File: config.mk
export PLATFORM = sky130hd
export DESIGN_NAME = gregorian_date_add_weekday
export DESIGN_NICKNAME = d
export VERILOG_FILES = /design/src/gda_pkg.sv /design/src/gda_core.sv /design/src/gregorian_date_add_weekday.sv
export SDC_FILE = /design/constraint.sdc
export NUM_CORES = 1
export LEC_CHECK = 0
export BUFFER_PORTS_ARGS = -buffer_cell sky130_fd_sc_hd__buf_2
export CORE_ASPECT_RATIO = 0.75
export CORE_MARGIN = 4
export CORE_UTILIZATION = 50
export DETAILED_ROUTE_END_ITERATION = 6
export GPL_ROUTABILITY_DRIVEN = 0
export HOLD_SLACK_MARGIN = 0.06
export PLACE_DENSITY_LB_ADDON = 0.05
export SLEW_MARGIN = 10
export SYNTH_ARGS = -nofsm -noshare
export SYNTH_HDL_FRONTEND = slang
export SYNTH_HIERARCHICAL = 1
export SYNTH_SLANG_ARGS = --single-unit
File: constraint.sdc
create_clock -name clock -period 10.3 [get_ports clock]
set_clock_uncertainty 0.1 [all_clocks]
set_input_delay 1.545 -clock clock [delete_from_list [all_inputs] [get_ports clock]]
set_output_delay 1.545 -clock clock [all_outputs]
set_load 0.03 [all_outputs]
File: src/gda_pkg.sv
// Shared types and constants for the Gregorian date adder with weekday.
package gda_pkg;

   // Last year the result can reach; later dates saturate to its Dec 31
   localparam logic [13:0] YearMax   = 14'd16383;
   localparam logic [8:0]  EraYears  = 9'd400;
   localparam logic [3:0]  MonthDec  = 4'd12;

   // Configuration register indexes
   localparam logic [1:0] RegRefDay     = 2'd0;
   localparam logic [1:0] RegRefMonth   = 2'd1;
   localparam logic [1:0] RegRefYear    = 2'd2;
   localparam logic [1:0] RegRefWeekday = 2'd3;

   // Sequencer states
   typedef enum logic [2:0] {
      ST_IDLE,
      ST_REF_MOD,
      ST_REF_RED,
      ST_START_MOD,
      ST_WALK,
      ST_TGT_KEY,
      ST_TGT_RED,
      ST_FINISH
   } gda_state_type;

   // One input item
   typedef struct packed {
      logic [15:0] days_to_add;
      logic [13:0] start_year;
      logic [4:0]  start_day;
      logic [3:0]  start_month;
   } gda_item_type;

   // Reference date registers
   typedef struct packed {
      logic [2:0]  weekday;
      logic [13:0] year;
      logic [3:0]  month;
      logic [4:0]  day;
   } gda_ref_type;

   // One result item
   typedef struct packed {
      logic [2:0]  weekday;
      logic [13:0] new_year;
      logic [4:0]  new_day;
      logic [3:0]  new_month;
   } gda_result_type;

   // Handshake between the wrapper and the sequencer
   typedef struct packed {
      logic idle;
      logic res_valid;
   } gda_status_type;

endpackage

File: src/gda_core.sv
// Sequencer and shared subtractor that compute the new date and its weekday.
module gda_core
   import gda_pkg::*;
(
   input  logic           clock,
   input  logic           reset,
   input  logic           start,
   input  gda_item_type   item,
   input  gda_ref_type    refs,
   input  logic           slot_free,
   output gda_status_type status,
   output gda_result_type result
);

   // Leap year from the year modulo 400
   function automatic logic is_leap(input logic [8:0] c);
      is_leap = (c[1:0] == 2'd0) && (c != 9'd100) && (c != 9'd200) && (c != 9'd300);
   endfunction

   // Days in a month
   function automatic logic [4:0] month_len(input logic [3:0] m, input logic lp);
      logic [4:0] len;
      len = 5'd31;
      case (m)
         4'd2:                       len = lp ? 5'd29 : 5'd28;
         4'd4, 4'd6, 4'd9, 4'd11:    len = 5'd30;
         default:                    len = 5'd31;
      endcase
      month_len = len;
   endfunction

   function automatic logic [3:0] clamp_month(input logic [3:0] m);
      if (m == 4'd0)
         clamp_month = 4'd1;
      else if (m > MonthDec)
         clamp_month = MonthDec;
      else
         clamp_month = m;
   endfunction

   function automatic logic [4:0] clamp_day(input logic [4:0] d, input logic [4:0] len);
      if (d == 5'd0)
         clamp_day = 5'd1;
      else if (d > len)
         clamp_day = len;
      else
         clamp_day = d;
   endfunction

   // Day number modulo 7 up to a multiple of 7: eras are whole weeks and a
   // year of 365 days moves the weekday by one. Result stays below 896.
   function automatic logic [9:0] day_key(input logic [8:0] c, input logic [3:0] m,
                                          input logic [4:0] d);
      logic [8:0] yoe;
      logic [3:0] mp;
      logic [8:0] cum;
      logic [1:0] q100;
      if (m <= 4'd2) begin
         yoe = (c == 9'd0) ? (EraYears - 9'd1) : (c - 9'd1);
         mp  = m + 4'd9;
      end else begin
         yoe = c;
         mp  = m - 4'd3;
      end
      case (mp)
         4'd0:    cum = 9'd0;
         4'd1:    cum = 9'd31;
         4'd2:    cum = 9'd61;
         4'd3:    cum = 9'd92;
         4'd4:    cum = 9'd122;
         4'd5:    cum = 9'd153;
         4'd6:    cum = 9'd184;
         4'd7:    cum = 9'd214;
         4'd8:    cum = 9'd245;
         4'd9:    cum = 9'd275;
         4'd10:   cum = 9'd306;
         4'd11:   cum = 9'd337;
         default: cum = 9'd0;
      endcase
      if (yoe >= 9'd300)
         q100 = 2'd3;
      else if (yoe >= 9'd200)
         q100 = 2'd2;
      else if (yoe >= 9'd100)
         q100 = 2'd1;
      else
         q100 = 2'd0;
      day_key = {1'b0, yoe} + {3'b0, yoe[8:2]} - {8'b0, q100} + {1'b0, cum}
                + {5'b0, d} - 10'd1;
   endfunction

   gda_state_type state_ff, state_in;
   logic [13:0]   x_ff, x_in;       // modulo-400 scratch
   logic [13:0]   y_ff, y_in;       // current year
   logic [8:0]    c_ff, c_in;       // current year modulo 400
   logic [3:0]    m_ff, m_in;
   logic [4:0]    d_ff, d_in;
   logic [15:0]   rem_ff, rem_in;   // days still to walk
   logic [9:0]    k_ff, k_in;       // weekday key being reduced
   logic [2:0]    sh_ff, sh_in;     // reduction step
   logic [2:0]    rk_ff, rk_in;     // reference key modulo 7
   logic [2:0]    wd_ff, wd_in;

   // Shared subtractor
   logic [15:0] sub_a, sub_b;
   logic [16:0] sub_res;
   logic        borrow;

   // Helpers
   logic [8:0]  ref_c;
   logic [3:0]  ref_m;
   logic [4:0]  ref_d;
   logic [3:0]  st_m;
   logic [4:0]  left_p1;
   logic [9:0]  k_next;
   logic [2:0]  ref_wd;
   logic [4:0]  wsum;

   assign sub_res = {1'b0, sub_a} - {1'b0, sub_b};
   assign borrow  = sub_res[16];

   // Operand selection for the shared subtractor
   always_comb begin
      sub_a = {2'b0, x_ff};
      sub_b = {7'b0, EraYears};
      case (state_ff)
         ST_REF_RED, ST_TGT_RED: begin
            sub_a = {6'b0, k_ff};
            sub_b = {6'b0, 10'(10'd7 << sh_ff)};
         end
         ST_WALK: begin
            sub_a = rem_ff;
            sub_b = {11'b0, left_p1};
         end
         default: begin
            sub_a = {2'b0, x_ff};
            sub_b = {7'b0, EraYears};
         end
      endcase
   end

   assign ref_c   = x_ff[8:0];
   assign ref_m   = clamp_month(refs.month);
   assign ref_d   = clamp_day(refs.day, month_len(ref_m, is_leap(ref_c)));
   assign st_m    = clamp_month(m_ff);
   assign left_p1 = month_len(m_ff, is_leap(c_ff)) - d_ff + 5'd1;
   assign k_next  = borrow ? k_ff : sub_res[9:0];
   assign ref_wd  = (refs.weekday == 3'd7) ? 3'd0 : refs.weekday;
   // target key minus reference key plus reference weekday, below 21
   assign wsum    = {2'b0, k_next[2:0]} + 5'd7 - {2'b0, rk_ff} + {2'b0, ref_wd};

   // Next state and datapath
   always_comb begin
      state_in = state_ff;
      x_in     = x_ff;
      y_in     = y_ff;
      c_in     = c_ff;
      m_in     = m_ff;
      d_in     = d_ff;
      rem_in   = rem_ff;
      k_in     = k_ff;
      sh_in    = sh_ff;
      rk_in    = rk_ff;
      wd_in    = wd_ff;
      unique case (state_ff)
         ST_IDLE: begin
            if (start) begin
               m_in     = item.start_month;
               d_in     = item.start_day;
               y_in     = item.start_year;
               rem_in   = item.days_to_add;
               x_in     = refs.year;
               state_in = ST_REF_MOD;
            end
         end
         // reference year modulo 400, then clamp and key of the reference date
         ST_REF_MOD: begin
            if (!borrow) begin
               x_in = sub_res[13:0];
            end else begin
               k_in     = day_key(ref_c, ref_m, ref_d);
               sh_in    = 3'd6;
               state_in = ST_REF_RED;
            end
         end
         ST_REF_RED: begin
            k_in = k_next;
            if (sh_ff == 3'd0) begin
               rk_in    = k_next[2:0];
               x_in     = y_ff;
               state_in = ST_START_MOD;
            end else begin
               sh_in = sh_ff - 3'd1;
            end
         end
         // start year modulo 400, then clamp the start date
         ST_START_MOD: begin
            if (!borrow) begin
               x_in = sub_res[13:0];
            end else begin
               c_in     = x_ff[8:0];
               m_in     = st_m;
               d_in     = clamp_day(d_ff, month_len(st_m, is_leap(x_ff[8:0])));
               state_in = ST_WALK;
            end
         end
         // one month per cycle
         ST_WALK: begin
            if (borrow) begin
               d_in     = d_ff + rem_ff[4:0];
               state_in = ST_TGT_KEY;
            end else begin
               rem_in = sub_res[15:0];
               d_in   = 5'd1;
               if (m_ff == MonthDec) begin
                  if (y_ff == YearMax) begin
                     d_in     = 5'd31;
                     state_in = ST_TGT_KEY;
                  end else begin
                     y_in = y_ff + 14'd1;
                     c_in = (c_ff == EraYears - 9'd1) ? 9'd0 : c_ff + 9'd1;
                     m_in = 4'd1;
                  end
               end else begin
                  m_in = m_ff + 4'd1;
               end
            end
         end
         ST_TGT_KEY: begin
            k_in     = day_key(c_ff, m_ff, d_ff);
            sh_in    = 3'd6;
            state_in = ST_TGT_RED;
         end
         ST_TGT_RED: begin
            k_in = k_next;
            if (sh_ff == 3'd0) begin
               if (wsum >= 5'd14)
                  wd_in = 3'(wsum - 5'd14);
               else if (wsum >= 5'd7)
                  wd_in = 3'(wsum - 5'd7);
               else
                  wd_in = wsum[2:0];
               state_in = ST_FINISH;
            end else begin
               sh_in = sh_ff - 3'd1;
            end
         end
         ST_FINISH: begin
            if (slot_free)
               state_in = ST_IDLE;
         end
         default: state_in = ST_IDLE;
      endcase
   end

   // State register
   always_ff @(posedge clock) begin
      if (reset)
         state_ff <= ST_IDLE;
      else
         state_ff <= state_in;
   end

   // Datapath registers
   always_ff @(posedge clock) begin
      x_ff   <= x_in;
      y_ff   <= y_in;
      c_ff   <= c_in;
      m_ff   <= m_in;
      d_ff   <= d_in;
      rem_ff <= rem_in;
      k_ff   <= k_in;
      sh_ff  <= sh_in;
      rk_ff  <= rk_in;
      wd_ff  <= wd_in;
   end

   assign status.idle      = (state_ff == ST_IDLE);
   assign status.res_valid = (state_ff == ST_FINISH);
   assign result.new_month = m_ff;
   assign result.new_day   = d_ff;
   assign result.new_year  = y_ff;
   assign result.weekday   = wd_ff;

endmodule

File: src/gregorian_date_add_weekday.sv
// Top level: stream ports, reference date registers and the result register.
//
// Adds a day count to a Gregorian date and gives the resulting date and its
// weekday (0 Sunday .. 6 Saturday), counted from a reference date and weekday
// held in four writable registers. Out-of-range months and days are clamped,
// and results past December 31 of year 16383 saturate to that date. One item
// is in work at a time. One shared subtractor does the modulo-400 reductions
// of the reference and start years (each holds up to 40 multiples of 400),
// the month-by-month walk (up to about 2200 months for the largest day count)
// and two 7-step weekday reductions. req_tready is high only while no item is
// in work; a finished result waits in the output register without holding up
// the next.
module gregorian_date_add_weekday
   import gda_pkg::*;
(
   input  logic        clock,
   input  logic        reset,
   // input items
   input  logic        req_tvalid,
   output logic        req_tready,
   // start_month[3:0], start_day[8:4], start_year[22:9], days_to_add[38:23]
   input  logic [39:0] req_tdata,
   // result items
   output logic        rsp_tvalid,
   input  logic        rsp_tready,
   // new_month[3:0], new_day[8:4], new_year[22:9], weekday[25:23]
   output logic [31:0] rsp_tdata,
   // configuration writes
   input  logic        csr_valid,
   output logic        csr_ready,
   input  logic [1:0]  csr_index,
   input  logic [13:0] csr_wdata
);

   gda_ref_type    refs_ff;
   gda_item_type   item;
   gda_status_type status;
   gda_result_type result;
   gda_result_type rsp_ff;
   logic           rsp_valid_ff;
   logic           slot_free;
   logic           start;

   assign item       = gda_item_type'(req_tdata[38:0]);
   assign req_tready = status.idle;
   assign start      = req_tvalid && status.idle;
   assign slot_free  = !rsp_valid_ff || rsp_tready;
   assign csr_ready  = 1'b1;

   // Reference date registers
   always_ff @(posedge clock) begin
      if (reset) begin
         refs_ff.day     <= 5'd1;
         refs_ff.month   <= 4'd1;
         refs_ff.year    <= 14'd2000;
         refs_ff.weekday <= 3'd6;
      end else if (csr_valid) begin
         unique case (csr_index)
            RegRefDay:     refs_ff.day     <= csr_wdata[4:0];
            RegRefMonth:   refs_ff.month   <= csr_wdata[3:0];
            RegRefYear:    refs_ff.year    <= csr_wdata;
            RegRefWeekday: refs_ff.weekday <= csr_wdata[2:0];
            default:       ;
         endcase
      end
   end

   gda_core u_core (
      .clock     (clock),
      .reset     (reset),
      .start     (start),
      .item      (item),
      .refs      (refs_ff),
      .slot_free (slot_free),
      .status    (status),
      .result    (result)
   );

   // Output register
   always_ff @(posedge clock) begin
      if (reset)
         rsp_valid_ff <= 1'b0;
      else if (slot_free)
         rsp_valid_ff <= status.res_valid;
   end

   always_ff @(posedge clock) begin
      if (slot_free && status.res_valid)
         rsp_ff <= result;
   end

   assign rsp_tvalid = rsp_valid_ff;
   assign rsp_tdata  = {6'b0, rsp_ff};

endmodule
==> impl_metrics.py <==
metrics = {
    "run_status": {
        "outcome": "completed",
    },
    "worst_setup_path": {
        "cp-startpoint": "u_core/m_ff[0]$_DFFE_PP_",
        "worstSetupEndpointType": "flip-flop",
        "start_kind": "flip-flop",
        "r2r_cells": 27,
        "cpMostUsedCell": "ha_1",
        "cp_max_fo": 14,
        "cpPeakStageDelay_ns": 0.60,
        "crit_slowest_cell": "edfxtp_1",
        "critPathRequiredTime_ns": 10.38,
        "r2r_end": "u_core/wd_ff[2]$_DFFE_PP_",
        "worst-setup-path-type": "reg -> reg",
        "critical_path_arrival_ns": 7.98,
        "r2r_slack_ns": 2.40,
        "endpoint": "u_core/wd_ff[2]$_DFFE_PP_",
        "reg2reg_from": "u_core/m_ff[0]$_DFFE_PP_",
    },
    "drt": {
        "vias": 9615,
        "drt_pass1_iterations": 5,
        "ant_nets": 0,
        "drt_iter0_drc": 1044,
        "wl_per_cell_um": 19.1,
        "vias_per_cell": 5.88,
        "drc_errors": 0,
        "wl_mm": 31.2,
    },
    "finish": {
        "areaGrowthSynthToFinish_pct": 10.3,
        "utilization": 0.567,
        "fin_cells": 1636,
        "final_layout_size_suffix_gt1_frac": 0.114,
        "antenna_cells": 0,
        "n_fill_cell": 2074,
        "nets": 1524,
    },
    "global_route": {
        "grt.total_usage": 0.243,
        "grt_pass1_wl_mm": 49.4,
        "antenna_found_initial": 0,
        "grt_overflow": 0,
        "grt_max_degree": 53,
        "grt_pass1_vias": 8778,
    },
    "clock_tree": {
        "cts_setup_buffers": 0,
        "cts-resized-gates": 0,
        "root_buffer": "clkbuf_16",
        "cts_tree": "built",
        "cts_buffer_depth": 2,
        "cts_buffers": 17,
        "clk_latency_ns": 0.43,
        "holdBufCountCts": 0,
        "cts.sinks": 137,
        "path_clk_slew_ns": 0.06,
        "h-tree-depth": 4,
    },
    "synth": {
        "yosys.area_share.simple": 0.174,
        "synth.avg_cell_area_um2": 8.98,
        "async_reset_ff_frac": 0,
        "ys.flop_type": "edfxtp_1",
        "seq_area_frac_synth": 0.332,
        "synth_top_area_share": 0.280,
        "yosysWarnings": 6,
        "synth_area_leaders": "edfxtp_1, ha_1, fa_1, dfxtp_1, o21ai_0",
        "synth_fa_ha_area_frac": 0.168,
        "synth_top_family_by_area": "compound AO/OA/AOI/OAI gates",
        "synth_cell_types": 78,
        "ys_ff_latch": 137,
        "synth.area.mux_share": 0.0319,
        "syn_area_um2": 11500,
        "synth_top_cell_by_area": "edfxtp_1",
        "synth_compound_area_frac": 0.176,
        "synthCells": 1279,
        "synth_xor_area_frac": 0.0517,
        "synth-edff-count": 107,
        "yosys-top-cells-count": "nor2_1, inv_1, edfxtp_1",
        "yosysMostFrequentCell": "nor2_1",
    },
    "sta": {
        "relSlewSlack": 0.373,
        "rsz0062_at_grt": "false",
        "finalSetupViolations": 0,
        "hold_viol_final": 0,
        "tightest_slew_ns": 0.937,
        "fin_crit_ns": 7.90,
        "max_clock_freq_ghz": 0.127,
        "setup-tns-final_ns": 0,
        "drv_slew": 0,
        "fin_crit_sh": 0.767,
    },
    "die": {
        "pin_count": 96,
        "start_util": 0.514,
        "core_area_um2": 22300,
        "die_x_um": 183,
        "dieArea_um2": 25500,
        "fp.dieH_um": 139,
        "rows": 47,
    },
    "job": {
        "cap_viol_max_count": 0,
    },
    "power": {
        "p_leak_nw": 5.21,
        "peakVddDrop_mv": 0.255,
        "power.density_nw_per_um2": 228,
    },
    "min_path": {
        "hold_path_class": "reg -> reg",
        "hold_path_depth": 0,
    },
    "place": {
        "place_hpwl_mm": 23.9,
        "dp.cells": 1604,
        "port_buffers": 87,
    },
}
-- state kept, by name, indices dropped and copies added, names as in the netlist --
register         count
refs_ff             26
rsp_tdata           26
u_core/rem_ff       16
u_core/x_ff         14
u_core/y_ff         14
u_core/k_ff         10
u_core/c_ff          9
u_core/d_ff          5
u_core/m_ff          4
u_core/rk_ff         3
u_core/sh_ff         3
u_core/state_ff      3
u_core/wd_ff         3
rsp_tvalid           1
-- metrics by stage --
step	worst slack [ns]	hold WS [ns]	total power [mW]	instance area, um2
2_1_floorplan	3.76	0.300	1.82	11500
4_1_cts	2.47	0.320	2.88	12700
3_3_place_gp	2.63	0.306	2.22	12100
6_report	2.40	0.320	2.89	12700
3_5_place_dp	2.51	0.305	2.23	12100
5_1_grt	1.85	0.327	3.10	12700
-- layer usage --
metal,share of wire,track usage
met5,0,0
met1,0.48,0.385
met2,0.41,0.339
met4,0.011,0.0455
met3,0.095,0.0582
-- cell families (layout without fill, tap and decap cells) --
kind of cell             count (synthesis)  after routing
AND/OR/NAND/NOR                        405            405
AO/OA/AOI/OAI                          316            316
buffers and inverters                  182            240
flip-flops                             137            137
adder cells (fa/ha/maj)                134            134
XOR/XNOR                                67             67
multiplexers                            36             36
other                                    2              7
-- cell type report --
type,instances,area [um2],area share
multi-input combinational,965,6950,0.548
sequential,137,3810,0.301
timing repair buffer,99,526,0.0415
clock buffer,19,433,0.0342
inverter,109,409,0.0323
tap,294,368,0.0290
clock inverter,13,171,0.0135
-- cells in the final DEF (no fill, tap or decap), types with 12 or more instances in the layout --
cell type / count
ha_1: 101
buf_2: 87
edfxtp_1: 107
nor3_1: 23
xnor2_1: 39
fa_1: 33
nand2b_1: 38
buf_4: 12
inv_1: 108
a31oi_1: 12
mux2i_1: 31
a21oi_1: 79
nor2_1: 113
dfxtp_1: 30
clkbuf_16: 17
o22ai_1: 23
nand2_1: 101
nand3_1: 31
xor2_1: 27
nor2b_1: 27
o21ai_0: 101
-- critical path: cells and delay by family, from the launching register on --
kind,cells,cell delay [ns]
fa+ha+maj,9,2.87
compound gates,7,1.64
simple gates,4,0.95
mux,2,0.91
flops,1,0.60
buf+inv,5,0.59
-- worst min-delay path by stage --
stage                                   start                 endpoint  slack (ns)
finish              u_core/wd_ff[0]$_DFFE_PP_  rsp_tdata[23]$_DFFE_PP_        0.32
global route        u_core/wd_ff[1]$_DFFE_PP_  rsp_tdata[24]$_DFFE_PP_        0.33
CTS                 u_core/wd_ff[0]$_DFFE_PP_  rsp_tdata[23]$_DFFE_PP_        0.32
detailed placement  u_core/wd_ff[0]$_DFFE_PP_  rsp_tdata[23]$_DFFE_PP_        0.31
global placement    u_core/wd_ff[0]$_DFFE_PP_  rsp_tdata[23]$_DFFE_PP_        0.31
floorplan           u_core/wd_ff[0]$_DFFE_PP_  rsp_tdata[23]$_DFFE_PP_        0.30
-- power breakdown --
group,internal (mW),leakage [nW],switching (mW)
logic,0.626,3.69,0.859
clock network,0.384,0.288,0.251
registers,0.702,1.23,0.0648
(Power assumes the default switching activity.)
